**config.mk**
```make
export PLATFORM = sky130hd
export DESIGN_NAME = median_three_quicksort_engine
export DESIGN_NICKNAME = d
export VERILOG_FILES = /design/src/rtl/core/mtqs_pkg.sv /design/src/rtl/core/median_three_quicksort_engine.sv /design/src/rtl/core/mtqs_ram.sv
export SDC_FILE = /design/constraint.sdc
export NUM_CORES = 2
export LEC_CHECK = 0
export ABC_CLOCK_PERIOD_IN_PS = 25100
export BUFFER_PORTS_ARGS = -buffer_cell sky130_fd_sc_hd__buf_4
export CAP_MARGIN = 20
export CORE_MARGIN = 2
export CORE_UTILIZATION = 60
export CTS_CLUSTER_SIZE = 24
export DETAILED_ROUTE_END_ITERATION = 8
export PLACE_DENSITY_LB_ADDON = 0.3
export RECOVER_POWER = 50
export SLEW_MARGIN = 20
export SYNTH_ARGS = -nofsm -noshare
export SYNTH_HDL_FRONTEND = slang
export SYNTH_SLANG_ARGS = --single-unit
```
**constraint.sdc**
```tcl
create_clock -name clk_i -period 25.1 [get_ports clk_i]
set_clock_uncertainty 0.05 [all_clocks]
set_input_delay 5.02 -clock clk_i [delete_from_list [all_inputs] [get_ports clk_i]]
set_output_delay 5.02 -clock clk_i [all_outputs]
set_load 0.005 [all_outputs]
```
**src/rtl/core/mtqs_pkg.sv**
```systemverilog
// package: record word types, sequencer states and key compare for the sort engine
package mtqs_pkg;

  localparam int unsigned KEY_W = 32;
  localparam int unsigned TAG_W = 6;

  typedef struct packed {
    logic [KEY_W-1:0] key;
    logic [TAG_W-1:0] tag;
    logic             last;
  } in_word_t;

  typedef struct packed {
    logic [KEY_W-1:0] sorted_key;
    logic [TAG_W-1:0] sorted_tag;
    logic             final_res;
  } out_word_t;

  typedef struct packed {
    logic [TAG_W-1:0] tag;
    logic [KEY_W-1:0] key;
  } rec_t;

  typedef enum logic [4:0] {
    ST_LOAD,
    ST_MED_A,
    ST_MED_B,
    ST_MED_C,
    ST_MED_X,
    ST_MED_WM,
    ST_MED_WH,
    ST_PL,
    ST_PL_CK,
    ST_PR,
    ST_PR_CK,
    ST_PDEC,
    ST_PSW,
    ST_PEND,
    ST_MIN_INIT,
    ST_MIN_V0,
    ST_MIN_RD,
    ST_MIN_CK,
    ST_MIN_SW,
    ST_MIN_SW2,
    ST_INS_INIT,
    ST_INS_RD,
    ST_INS_K,
    ST_INS_T,
    ST_INS_TC,
    ST_INS_Z,
    ST_INS_NX,
    ST_OUT_RD,
    ST_OUT_LD,
    ST_OUT_W
  } state_e;

  function automatic logic goes_before(input logic desc, input rec_t a, input rec_t b);
    goes_before = desc ? (a.key > b.key) : (a.key < b.key);
  endfunction

endpackage

```
**src/rtl/core/median_three_quicksort_engine.sv**
```systemverilog
// top level: record buffer in ram with a median-of-three quicksort and insertion sort sequencer
//
//  channel   direction  handshake            payload
//  in        input      in_valid/in_ready    mtqs_pkg::in_word_t
//  out       output     out_valid/out_ready  mtqs_pkg::out_word_t
//  cfg       input      cfg_we               cfg_wdata (descending)
//
// records load one per cycle while the block is in its load state.
// the sort after a last word runs on the single ram read port, and the run length
// depends on the data.
// each sorted word is read from the ram, registered, then held until out_ready takes it.
// reset is asynchronous and active low; the ram itself is not cleared.
module median_three_quicksort_engine #(
  parameter int unsigned CAPACITY    = 64,
  parameter int unsigned THRESHOLD   = 4,
  parameter int unsigned STACK_DEPTH = 8
) (
  input  logic                clk_i,
  input  logic                rst_ni,
  input  logic                in_valid_i,
  output logic                in_ready_o,
  input  mtqs_pkg::in_word_t  in_word_i,
  output logic                out_valid_o,
  input  logic                out_ready_i,
  output mtqs_pkg::out_word_t out_word_o,
  input  logic                cfg_we_i,
  input  logic                cfg_wdata_i
);

  import mtqs_pkg::*;

  localparam int unsigned IW  = $clog2(CAPACITY);
  localparam int unsigned CW  = IW + 1;
  localparam int unsigned SW  = ((IW > 5) ? IW : 5) + 2;
  localparam int unsigned SPW = $clog2(STACK_DEPTH + 1);
  localparam int unsigned SIW = $clog2(STACK_DEPTH);
  localparam int unsigned RW  = $bits(rec_t);
  localparam logic signed [SW-1:0] TH_S = SW'(THRESHOLD);

  state_e state_q, state_d;
  logic   desc_q;
  logic [CW-1:0] cnt_q, cnt_d;
  logic [IW-1:0] lo_q, lo_d, hi_q, hi_d;
  logic signed [SW-1:0] l_q, l_d, r_q, r_d;
  rec_t a_q, a_d, b_q, b_d, c_q, c_d, piv_q, piv_d, x_q, x_d, y_q, y_d;
  logic [IW-1:0] i_q, i_d, m_q, m_d, t_q, t_d;
  logic [SPW-1:0] sp_q, sp_d;
  logic [SIW-1:0] sp_top;
  logic [2*IW-1:0] stk_q [STACK_DEPTH];
  logic            push;
  logic [2*IW-1:0] push_val;
  out_word_t out_q, out_d;

  logic          ram_we;
  logic [IW-1:0] ram_waddr, ram_raddr;
  rec_t          ram_wdata, rdata;
  logic [RW-1:0] rdata_raw;

  logic [IW-1:0] mid_w;
  logic [CW-1:0] n_ld, end_w;
  logic [IW-1:0] th_w;
  logic signed [SW-1:0] lo_s, hi_s, dl, dh;
  rec_t ma1, mb1, mb2, mc2, ma3, mb3;
  logic in_acc, out_acc;

  mtqs_ram #(
    .WIDTH(RW),
    .DEPTH(CAPACITY)
  ) u_ram (
    .clk_i  (clk_i),
    .we_i   (ram_we),
    .waddr_i(ram_waddr),
    .wdata_i(ram_wdata),
    .raddr_i(ram_raddr),
    .rdata_o(rdata_raw)
  );

  assign rdata   = rec_t'(rdata_raw);
  assign in_acc  = in_valid_i && in_ready_o;
  assign out_acc = out_valid_o && out_ready_i;
  assign mid_w   = lo_q + ((hi_q - lo_q) >> 1);
  assign n_ld    = (cnt_q < CW'(CAPACITY)) ? cnt_q + CW'(1) : cnt_q;
  assign end_w   = cnt_q - CW'(1);
  assign th_w    = (int'(end_w) < THRESHOLD) ? end_w[IW-1:0] : IW'(THRESHOLD);
  assign lo_s    = signed'({{(SW-IW){1'b0}}, lo_q});
  assign hi_s    = signed'({{(SW-IW){1'b0}}, hi_q});
  assign dl      = r_q - lo_s;
  assign dh      = hi_s - l_q;
  assign sp_top  = SIW'(sp_q - SPW'(1));

  // median of three on lo, mid (registered) and hi (ram read data)
  always_comb begin
    ma1 = a_q;
    mb1 = b_q;
    if (goes_before(desc_q, b_q, a_q)) begin
      ma1 = b_q;
      mb1 = a_q;
    end
    mb2 = mb1;
    mc2 = rdata;
    ma3 = ma1;
    mb3 = mb1;
    if (goes_before(desc_q, rdata, mb1)) begin
      mb2 = rdata;
      mc2 = mb1;
      mb3 = mb2;
      if ((lo_q != mid_w) && goes_before(desc_q, mb2, ma1)) begin
        ma3 = mb2;
        mb3 = ma1;
      end
    end
  end

  always_comb begin
    state_d  = state_q;
    cnt_d    = cnt_q;
    lo_d     = lo_q;
    hi_d     = hi_q;
    l_d      = l_q;
    r_d      = r_q;
    a_d      = a_q;
    b_d      = b_q;
    c_d      = c_q;
    piv_d    = piv_q;
    x_d      = x_q;
    y_d      = y_q;
    i_d      = i_q;
    m_d      = m_q;
    t_d      = t_q;
    sp_d     = sp_q;
    push     = 1'b0;
    push_val = '0;
    out_d    = out_q;
    unique case (state_q)
      ST_LOAD: begin
        if (in_acc) begin
          cnt_d = n_ld;
          if (in_word_i.last) begin
            lo_d = '0;
            hi_d = IW'(n_ld - CW'(1));
            sp_d = '0;
            cnt_d = n_ld;
            state_d = (int'(n_ld) > THRESHOLD) ? ST_MED_A : ST_MIN_INIT;
          end
        end
      end
      ST_MED_A: state_d = ST_MED_B;
      ST_MED_B: begin
        a_d = rdata;
        state_d = ST_MED_C;
      end
      ST_MED_C: begin
        b_d = rdata;
        state_d = ST_MED_X;
      end
      ST_MED_X: begin
        b_d = mb3;
        c_d = mc2;
        a_d = ma3;
        state_d = ST_MED_WM;
      end
      ST_MED_WM: state_d = ST_MED_WH;
      ST_MED_WH: begin
        piv_d = b_q;
        l_d = lo_s + SW'(1);
        r_d = hi_s - SW'(1);
        state_d = ST_PL;
      end
      ST_PL: state_d = (l_q < hi_s) ? ST_PL_CK : ST_PR;
      ST_PL_CK: begin
        x_d = rdata;
        if (goes_before(desc_q, rdata, piv_q)) begin
          l_d = l_q + SW'(1);
          state_d = ST_PL;
        end else begin
          state_d = ST_PR;
        end
      end
      ST_PR: state_d = (r_q > lo_s) ? ST_PR_CK : ST_PDEC;
      ST_PR_CK: begin
        y_d = rdata;
        if (goes_before(desc_q, piv_q, rdata)) begin
          r_d = r_q - SW'(1);
          state_d = ST_PR;
        end else begin
          state_d = ST_PDEC;
        end
      end
      ST_PDEC: begin
        if (l_q < r_q) begin
          state_d = ST_PSW;
        end else if (l_q == r_q) begin
          l_d = l_q + SW'(1);
          r_d = r_q - SW'(1);
          state_d = ST_PEND;
        end else begin
          state_d = ST_PEND;
        end
      end
      ST_PSW: begin
        l_d = l_q + SW'(1);
        r_d = r_q - SW'(1);
        state_d = ((l_q + SW'(1)) <= (r_q - SW'(1))) ? ST_PL : ST_PEND;
      end
      ST_PEND: begin
        state_d = ST_MED_A;
        if (dl <= TH_S) begin
          if (dh <= TH_S) begin
            if (sp_q == '0) begin
              state_d = ST_MIN_INIT;
            end else begin
              sp_d = sp_q - SPW'(1);
              lo_d = stk_q[sp_top][2*IW-1:IW];
              hi_d = stk_q[sp_top][IW-1:0];
            end
          end else begin
            lo_d = l_q[IW-1:0];
          end
        end else if (dh <= TH_S) begin
          hi_d = r_q[IW-1:0];
        end else if (dl > dh) begin
          if (sp_q < SPW'(STACK_DEPTH)) begin
            push = 1'b1;
            push_val = {lo_q, r_q[IW-1:0]};
            sp_d = sp_q + SPW'(1);
          end
          lo_d = l_q[IW-1:0];
        end else begin
          if (sp_q < SPW'(STACK_DEPTH)) begin
            push = 1'b1;
            push_val = {l_q[IW-1:0], hi_q};
            sp_d = sp_q + SPW'(1);
          end
          hi_d = r_q[IW-1:0];
        end
      end
      ST_MIN_INIT: state_d = ST_MIN_V0;
      ST_MIN_V0: begin
        x_d = rdata;
        y_d = rdata;
        m_d = '0;
        i_d = IW'(1);
        state_d = (th_w == '0) ? ST_INS_INIT : ST_MIN_RD;
      end
      ST_MIN_RD: state_d = ST_MIN_CK;
      ST_MIN_CK: begin
        if (goes_before(desc_q, rdata, y_q)) begin
          y_d = rdata;
          m_d = i_q;
        end
        if (i_q == th_w) begin
          state_d = ST_MIN_SW;
        end else begin
          i_d = i_q + IW'(1);
          state_d = ST_MIN_RD;
        end
      end
      ST_MIN_SW: state_d = (m_q != '0) ? ST_MIN_SW2 : ST_INS_INIT;
      ST_MIN_SW2: state_d = ST_INS_INIT;
      ST_INS_INIT: begin
        if (int'(end_w) < 2) begin
          i_d = '0;
          state_d = ST_OUT_RD;
        end else begin
          i_d = IW'(2);
          state_d = ST_INS_RD;
        end
      end
      ST_INS_RD: state_d = ST_INS_K;
      ST_INS_K: begin
        a_d = rdata;
        t_d = i_q - IW'(1);
        state_d = ST_INS_T;
      end
      ST_INS_T: state_d = ST_INS_TC;
      ST_INS_TC: begin
        if (goes_before(desc_q, a_q, rdata)) begin
          if (t_q == '0) begin
            state_d = ST_INS_Z;
          end else begin
            t_d = t_q - IW'(1);
            state_d = ST_INS_T;
          end
        end else begin
          state_d = ST_INS_NX;
        end
      end
      ST_INS_Z: state_d = ST_INS_NX;
      ST_INS_NX: begin
        if (i_q == end_w[IW-1:0]) begin
          i_d = '0;
          state_d = ST_OUT_RD;
        end else begin
          i_d = i_q + IW'(1);
          state_d = ST_INS_RD;
        end
      end
      ST_OUT_RD: state_d = ST_OUT_LD;
      ST_OUT_LD: begin
        out_d.sorted_key = rdata.key;
        out_d.sorted_tag = rdata.tag;
        out_d.final_res  = (i_q == end_w[IW-1:0]);
        state_d = ST_OUT_W;
      end
      ST_OUT_W: begin
        if (out_acc) begin
          if (out_q.final_res) begin
            cnt_d = '0;
            state_d = ST_LOAD;
          end else begin
            i_d = i_q + IW'(1);
            state_d = ST_OUT_RD;
          end
        end
      end
      default: state_d = ST_LOAD;
    endcase
  end

  always_comb begin
    in_ready_o  = (state_q == ST_LOAD);
    out_valid_o = (state_q == ST_OUT_W);
    out_word_o  = out_q;
    ram_we      = 1'b0;
    ram_waddr   = '0;
    ram_wdata   = a_q;
    ram_raddr   = '0;
    unique case (state_q)
      ST_LOAD: begin
        ram_we    = in_acc && (cnt_q < CW'(CAPACITY));
        ram_waddr = cnt_q[IW-1:0];
        ram_wdata = '{tag: in_word_i.tag, key: in_word_i.key};
      end
      ST_MED_A:  ram_raddr = lo_q;
      ST_MED_B:  ram_raddr = mid_w;
      ST_MED_C:  ram_raddr = hi_q;
      ST_MED_X: begin
        ram_we    = 1'b1;
        ram_waddr = lo_q;
        ram_wdata = ma3;
      end
      ST_MED_WM: begin
        ram_we    = 1'b1;
        ram_waddr = mid_w;
        ram_wdata = b_q;
      end
      ST_MED_WH: begin
        ram_we    = 1'b1;
        ram_waddr = hi_q;
        ram_wdata = c_q;
      end
      ST_PL:     ram_raddr = l_q[IW-1:0];
      ST_PR:     ram_raddr = r_q[IW-1:0];
      ST_PDEC: begin
        ram_we    = (l_q < r_q);
        ram_waddr = l_q[IW-1:0];
        ram_wdata = y_q;
      end
      ST_PSW: begin
        ram_we    = 1'b1;
        ram_waddr = r_q[IW-1:0];
        ram_wdata = x_q;
      end
      ST_MIN_RD: ram_raddr = i_q;
      ST_MIN_SW: begin
        ram_we    = (m_q != '0);
        ram_waddr = '0;
        ram_wdata = y_q;
      end
      ST_MIN_SW2: begin
        ram_we    = 1'b1;
        ram_waddr = m_q;
        ram_wdata = x_q;
      end
      ST_INS_RD: ram_raddr = i_q;
      ST_INS_T:  ram_raddr = t_q;
      ST_INS_TC: begin
        ram_we    = 1'b1;
        ram_waddr = t_q + IW'(1);
        ram_wdata = goes_before(desc_q, a_q, rdata) ? rdata : a_q;
      end
      ST_INS_Z: begin
        ram_we    = 1'b1;
        ram_waddr = '0;
        ram_wdata = a_q;
      end
      ST_OUT_RD: ram_raddr = i_q;
      default: begin
        ram_we = 1'b0;
      end
    endcase
  end

  always_ff @(posedge clk_i or negedge rst_ni) begin
    if (!rst_ni) begin
      state_q <= ST_LOAD;
      desc_q  <= 1'b1;
      cnt_q   <= '0;
      sp_q    <= '0;
    end else begin
      state_q <= state_d;
      cnt_q   <= cnt_d;
      sp_q    <= sp_d;
      if (cfg_we_i) begin
        desc_q <= cfg_wdata_i;
      end
    end
  end

  always_ff @(posedge clk_i) begin
    lo_q  <= lo_d;
    hi_q  <= hi_d;
    l_q   <= l_d;
    r_q   <= r_d;
    a_q   <= a_d;
    b_q   <= b_d;
    c_q   <= c_d;
    piv_q <= piv_d;
    x_q   <= x_d;
    y_q   <= y_d;
    i_q   <= i_d;
    m_q   <= m_d;
    t_q   <= t_d;
    out_q <= out_d;
    if (push) begin
      stk_q[sp_q[SIW-1:0]] <= push_val;
    end
  end

  sp_bound_a: assert property (@(posedge clk_i) disable iff (!rst_ni)
    sp_q <= SPW'(STACK_DEPTH))
    else $error("partition stack pointer past depth");

  cnt_bound_a: assert property (@(posedge clk_i) disable iff (!rst_ni)
    cnt_q <= CW'(CAPACITY))
    else $error("record count past capacity");

  side_a: assert property (@(posedge clk_i) disable iff (!rst_ni)
    !(in_ready_o && out_valid_o))
    else $error("loading and emitting at once");

  final_a: assert property (@(posedge clk_i) disable iff (!rst_ni)
    (out_acc && out_word_o.final_res) |=> (in_ready_o && cnt_q == '0))
    else $error("no return to load after final word");

endmodule

```
**src/rtl/core/mtqs_ram.sv**
```systemverilog
// generic single write, single read ram with registered read data
module mtqs_ram #(
  parameter int unsigned WIDTH = 38,
  parameter int unsigned DEPTH = 64
) (
  input  logic                     clk_i,
  input  logic                     we_i,
  input  logic [$clog2(DEPTH)-1:0] waddr_i,
  input  logic [WIDTH-1:0]         wdata_i,
  input  logic [$clog2(DEPTH)-1:0] raddr_i,
  output logic [WIDTH-1:0]         rdata_o
);

  logic [WIDTH-1:0] mem_q [DEPTH];

  always_ff @(posedge clk_i) begin
    if (we_i) begin
      mem_q[waddr_i] <= wdata_i;
    end
    rdata_o <= mem_q[raddr_i];
  end

endmodule
```
## After elaboration in Yosys (flattened, before gate mapping)

Memory sizes are Yosys's and may differ from the RTL's. A register that Yosys moved wholly into a read port is not among the register bits.
Cells that the tools add are included.

- Bits in registers: 324
- Bits in latches: 0
- RAM bits: 2,528
- Memory bits (read-only): 0
- Input bits: 45
- Logic and storage cells: 268
- Memories kept: 2

Memory list:

| name | words | bits a word | read ports | clocked after memory_dff | wr ports | line | RTL |
|---|---|---|---|---|---|---|---|
| u_ram.mem_q | 64 | 38 | 1 | 1 | 1 | mtqs_ram.sv:14 | `logic [WIDTH-1:0] mem_q [DEPTH];` |
| stk_q | 8 | 12 | 1 | 0 | 1 | median_three_quicksort_engine.sv:49 | `logic [2*IW-1:0] stk_q [STACK_DEPTH];` |

- $add $sub $neg: 17
- $mul: 0
- Div/mod/pow operators: 0
- Order comparisons: 26
- Equal/unequal tests: 53
- Shift-type cells: 0
- Muxes and demuxes: 108
- Bitwise gates (word level): 0
- Reduce and logical (&&, ||, !) cells: 37

Operators with widths:

| cell | count |
|---|---|
| two-way mux 38 bit | 9 |
| case mux 38 bit (7 select lines) | 1 |
| case mux 38 bit (2 select lines) | 3 |
| greater-than comparator 32 bit | 7 |
| less-than comparator 32 bit | 7 |
| case mux 5 bit (30 select lines) | 1 |
| two-way mux 6 bit | 22 |
| two-way mux 12 bit | 6 |
| == test 5 bit (second input constant) | 14 |
| two-way mux 4 bit | 16 |
| case mux 8 bit (4 select lines) | 2 |
| two-way mux 8 bit | 6 |
| case mux 6 bit (2 select lines) | 4 |
| case mux 6 bit (8 select lines) | 1 |
| case mux 6 bit (7 select lines) | 1 |
| == test 5 x 4 -> 1 bit (second input constant) | 8 |
| case mux 6 bit (5 select lines) | 1 |
| two-way mux 7 bit | 4 |
| two-way mux 5 bit | 5 |
| inequality test 3 bit (second input constant) | 7 |
| == test 5 x 3 -> 1 bit (second input constant) | 4 |
| two-way mux 1 bit | 18 |
| inequality test 2 bit (second input constant) | 9 |
| subtractor 6 x 1 -> 6 bit (second input constant) | 3 |
| 51 further kinds | 82 |

## Longest topological paths before layout

- Depth after elaboration: 9
- Mapped depth: 24
- Depth with buffers taken out: 19

## Cells and area by module

A second synthesis with hierarchy kept.

- Cell total of the unflattened synthesis: 6,529
- Area total of the unflattened synthesis: 120,369.2 µm²

By module, submodules not included:

| module | instances | cells each | area an instance (µm²) |
|---|---|---|---|
| mtqs_ram | 1 | 3,993 | 93,055.5 |
| median_three_quicksort_engine | 1 | 2,536 | 27,313.7 |

## Worst setup path before layout

OpenSTA, ideal clock, no wires.

- Path kind: reg2reg
- Start: register b_q[31] in the netlist's numbering
- End: memory u_ram.mem_q[0][25], data pin
- Data arrival time: 7.912 ns
- Slack: 16.437 ns
- Cell stages (with the launch flop): 22
- Buffers on the path: 4
- Cell sequence: edfxtp_1 -> ha_1 -> nand4_1 -> nor4_1 -> nor3b_1 -> a31oi_1 -> mux2i_1 -> clkbuf_1 -> buf_2 -> buf_2 -> mux2i_1 -> ha_1 -> a21o_1 -> a221o_1 -> a221oi_1 -> o21a_1 -> o211ai_1 -> nand3b_1 -> nor2_1 -> buf_2 -> mux2_2 -> o21ai_0

RTL lines:

| element | line | RTL |
|---|---|---|
| start, declared | median_three_quicksort_engine.sv:45 | `rec_t a_q, a_d, b_q, b_d, c_q, c_d, piv_q, piv_d, x_q, x_d, y_q, y_d;` |
| start signal, assigned | median_three_quicksort_engine.sv:416 | `b_q <= b_d;` |
| end, declared | mtqs_ram.sv:14 |  |

==> flow_summary.toml <==
[synth]
synthCells = 7996
synth_cell_type_count = 86
yosys_warnings = 0
synth_top_cell_by_area = "edfxtp_1"
synth_flop_cell = "edfxtp_1"
yosysSeqAreaShare = 0.711
synth-seq-cells = 2890
synthDominantCellAreaShare = 0.701
synth_edf_count = 2835
netlist_area_um2 = 121000
synthTopCellsByArea = "edfxtp_1 70%, mux4_2 4.8%, nand2_1 3.5%, ha_1 2.6%, mux2i_1 2.3%"
syn_area_per_cell_um2 = 15.2
syn_nets = 8295
synthArstFlopShare = 0.00588

[clocking]
cts_setup_buffers = 0
post_cts_resized = 0
cts_made_buffers = 307
clk_path_buf_depth = 4
clk_pin_slew_ns = 0.06
cts_hold_buffers = 0
clk_latency_ns = 0.97
cts.sinks = 2890
root_buffer = "clkbuf_16"
cts_htree_levels = 5
cts_tree = "yes"

[global_routing]
grt_max_degree = 169
first_global_vias = 73800
grt_overflow = 0
antenna_found_initial = 20
grt_pass1_wl_um = 519000
grt_usage = 0.351

[critical_path]
required_ns = 25.64
path_cells = "inv_1 > ha_1 > nand4_1 > nor4_1 > nor3b_1 > a31oi_1 > mux2i_4 > clkbuf_1 > mux2i_1 > ha_1 > nand4_1 > nor3_1 > nand4_1 > or4_1 > o211ai_1 > nand3b_1 > clkbuf_1 > nor2_1 > mux2_2 > o21ai_0 > buf_4"
crit_type = "reg -> reg"
crit_top_cell = "nand4_1"
critical-path-slowest-cell = "clkbuf_1"
worstSetupStartpointType = "register"
arrival_ns = 13.17
cp-end-kind = "register"
crit_fanout = 58
slowest_delay_ns = 2.51

[route]
num_vias = 76900
drc = 0
vias_per_cell = 6.96
final_antenna_net_count = 0
drt_first_pass_iters = 8
wl_per_cell_um = 32.9
drt-total-wl_um = 364000
drtIter0Drc = 12300

[timing]
rsz0062_at_grt = "false"
fin_tns_setup_ns = 0
period_needed_ns = 12.63
hold_viol = 0
setup_violations = 0
worst_slew_pin_slew_ns = 4.34
relSlewSlack = -1.89
fin_crit_sh = 0.503
max_freq_mhz = 79.2
slew_viol_final = 2788

[final_layout]
n_fill_cell = 13300
drive_gt1_frac = 0.129
syn_to_final_growth_pct = 11.5
fin_area_um2 = 135000
num-nets-final = 8460
instances_no_fill = 11100
multiInputGateArea_um2 = 33500
register_area_um2 = 86300

[die]
rows = 165
floorplan.initialDensity = 0.602
die-area_um2 = 206000
chipWidth_um = 454
coreArea_um2 = 202000
die_h_um = 454
ios = 86

[run_status]
status = "complete, but fails checks"
violations = "capacitance limit, slew limit"

[place]
place.gp.congestion = 0.971
placed_cells = 10500
port_buffers = 85
post_dp_cell_area_um2 = 127000
dp_hpwl_um = 219000

[job]
cap_violations = 73

[min_path]
hold_path_class = "reg -> reg"
==> registers in the layout, summed over array words and instances, names as in the netlist, 6 cells and up <==
| name | flops |
|---|---|
| u_ram.mem_q | 2432 |
| stk_q | 96 |
| out_word_o | 39 |
| a_q | 38 |
| b_q | 38 |
| c_q | 38 |
| u_ram.rdata_o | 38 |
| x_q | 38 |
| y_q | 38 |
| piv_q | 32 |
| l_q | 8 |
| r_q | 8 |
| cnt_q | 7 |
| hi_q | 6 |
| i_q | 6 |
| lo_q | 6 |
| m_q | 6 |
| t_q | 6 |
==> cell usage in the layout, fill, tap and decap left out, types with 41 or more instances in the layout <==
cell type     n
mux2i_1     282
o22ai_1      71
nand3_1     121
nor4_1       83
nor3_1       44
inv_1       161
a221oi_1     90
a21oi_1     486
nand4_1      65
buf_4       172
nand2_1    1142
ha_1        250
a311oi_1     96
a222oi_1     47
o21ai_0     178
nor2_4       55
a22oi_1     109
clkbuf_16   314
edfxtp_1   2835
clkinv_1     52
a21o_1       41
clkinv_2     44
a211oi_1    130
nor2_1      207
and3_1      111
mux4_2      259
clkbuf_1    174
xnor2_1      41
==> synth_stat cells, types with 34 or more instances <==
| library cell | n |
|---|---|
| clkbuf_1 | 245 |
| ha_1 | 250 |
| xor2_1 | 34 |
| mux2i_1 | 283 |
| mux2_2 | 36 |
| dfxtp_1 | 38 |
| a222oi_1 | 47 |
| and3_1 | 112 |
| xnor2_1 | 41 |
| edfxtp_1 | 2835 |
| nor4_1 | 86 |
| a311oi_1 | 97 |
| mux4_2 | 259 |
| a32oi_1 | 36 |
| a22oi_1 | 109 |
| nor2_1 | 267 |
| o21ai_0 | 209 |
| a21oi_1 | 488 |
| nand2_1 | 1144 |
| inv_1 | 161 |
| a21o_1 | 47 |
| a211oi_1 | 130 |
| o22ai_1 | 71 |
| nand3_1 | 127 |
| buf_1 | 39 |
| buf_2 | 164 |
| nand4_1 | 65 |
| nor3_1 | 53 |
| a221oi_1 | 90 |
==> final timing paths <==
path | startpoint | slack, ns | endpoint | cells past startpoint
setup / recovery | a_q[30] | 12.47 | u_ram.mem_q[29][14] | 21
hold / removal | b_q[0] | 0.48 | piv_q[0] | 0
setup reg to reg | a_q[30] | 12.47 | u_ram.mem_q[29][14] | 21
hold reg to reg | b_q[0] | 0.48 | piv_q[0] | 0
max in group asynchronous | rst_ni | 20.14 | cnt_q[4] | 1
min in group asynchronous | rst_ni | 4.21 | cnt_q[2] | 1
==> area by class of cell <==
| cell class | instances | share of cell area |
|---|---|---|
| flip-flops and latches | 2890 | 0.637 |
| clock buffers | 393 | 0.0610 |
| repair buffers | 323 | 0.0158 |
| diodes | 10 | 0.000185 |
| multi-input cells | 4477 | 0.247 |
| inverters | 162 | 0.00449 |
| clock inverters | 133 | 0.00925 |
| well taps | 2672 | 0.0247 |
==> layer usage <==
layer,GRT usage,vias up,routed length (um)
met1,0.481,38500,130000
met3,0.0841,959,47200
met5,0,-,101
met4,0.174,14,21300
met2,0.532,5651,165000
li1,-,31800,-
==> stage by stage <==
step | worst slack, ns | hold slack, ns | util
2_1_floorplan | 16.44 | 0.401 | -
3_3_place_gp | 16.17 | 0.448 | 0.626
3_5_place_dp | 16.42 | 0.448 | 0.627
4_1_cts | 16.68 | 0.465 | 0.674
5_1_grt | 12.34 | 0.479 | 0.671
6_report | 12.47 | 0.478 | 0.672
==> kinds of logic (layout without fill, tap and decap cells) <==
kind of cell,Yosys count,in the layout,synth area share
flip-flops,2890,2890,0.711
AND/OR/NAND/NOR,2022,2022,0.0747
AO/OA/AOI/OAI,1546,1546,0.0857
buffers and inverters,629,1011,0.0219
multiplexers,579,579,0.0748
adder cells (fa/ha/maj),254,254,0.0264
XOR/XNOR,76,76,0.00559
other,0,10,0
==> critical path: cells and delay by family, from the launching register on <==
family,cells,cell delay [ns]
flip-flops,1,0.46
multiplexers,3,1.30
AND/OR/NAND/NOR,9,3.25
buffers and inverters,4,4.36
AO/OA/AOI/OAI,3,1.83
adder cells (fa/ha/maj),2,0.82
Power is left out: the tool's default activity adds up to more than one toggle a clock period on the data nets, which glitch-free logic cannot reach.
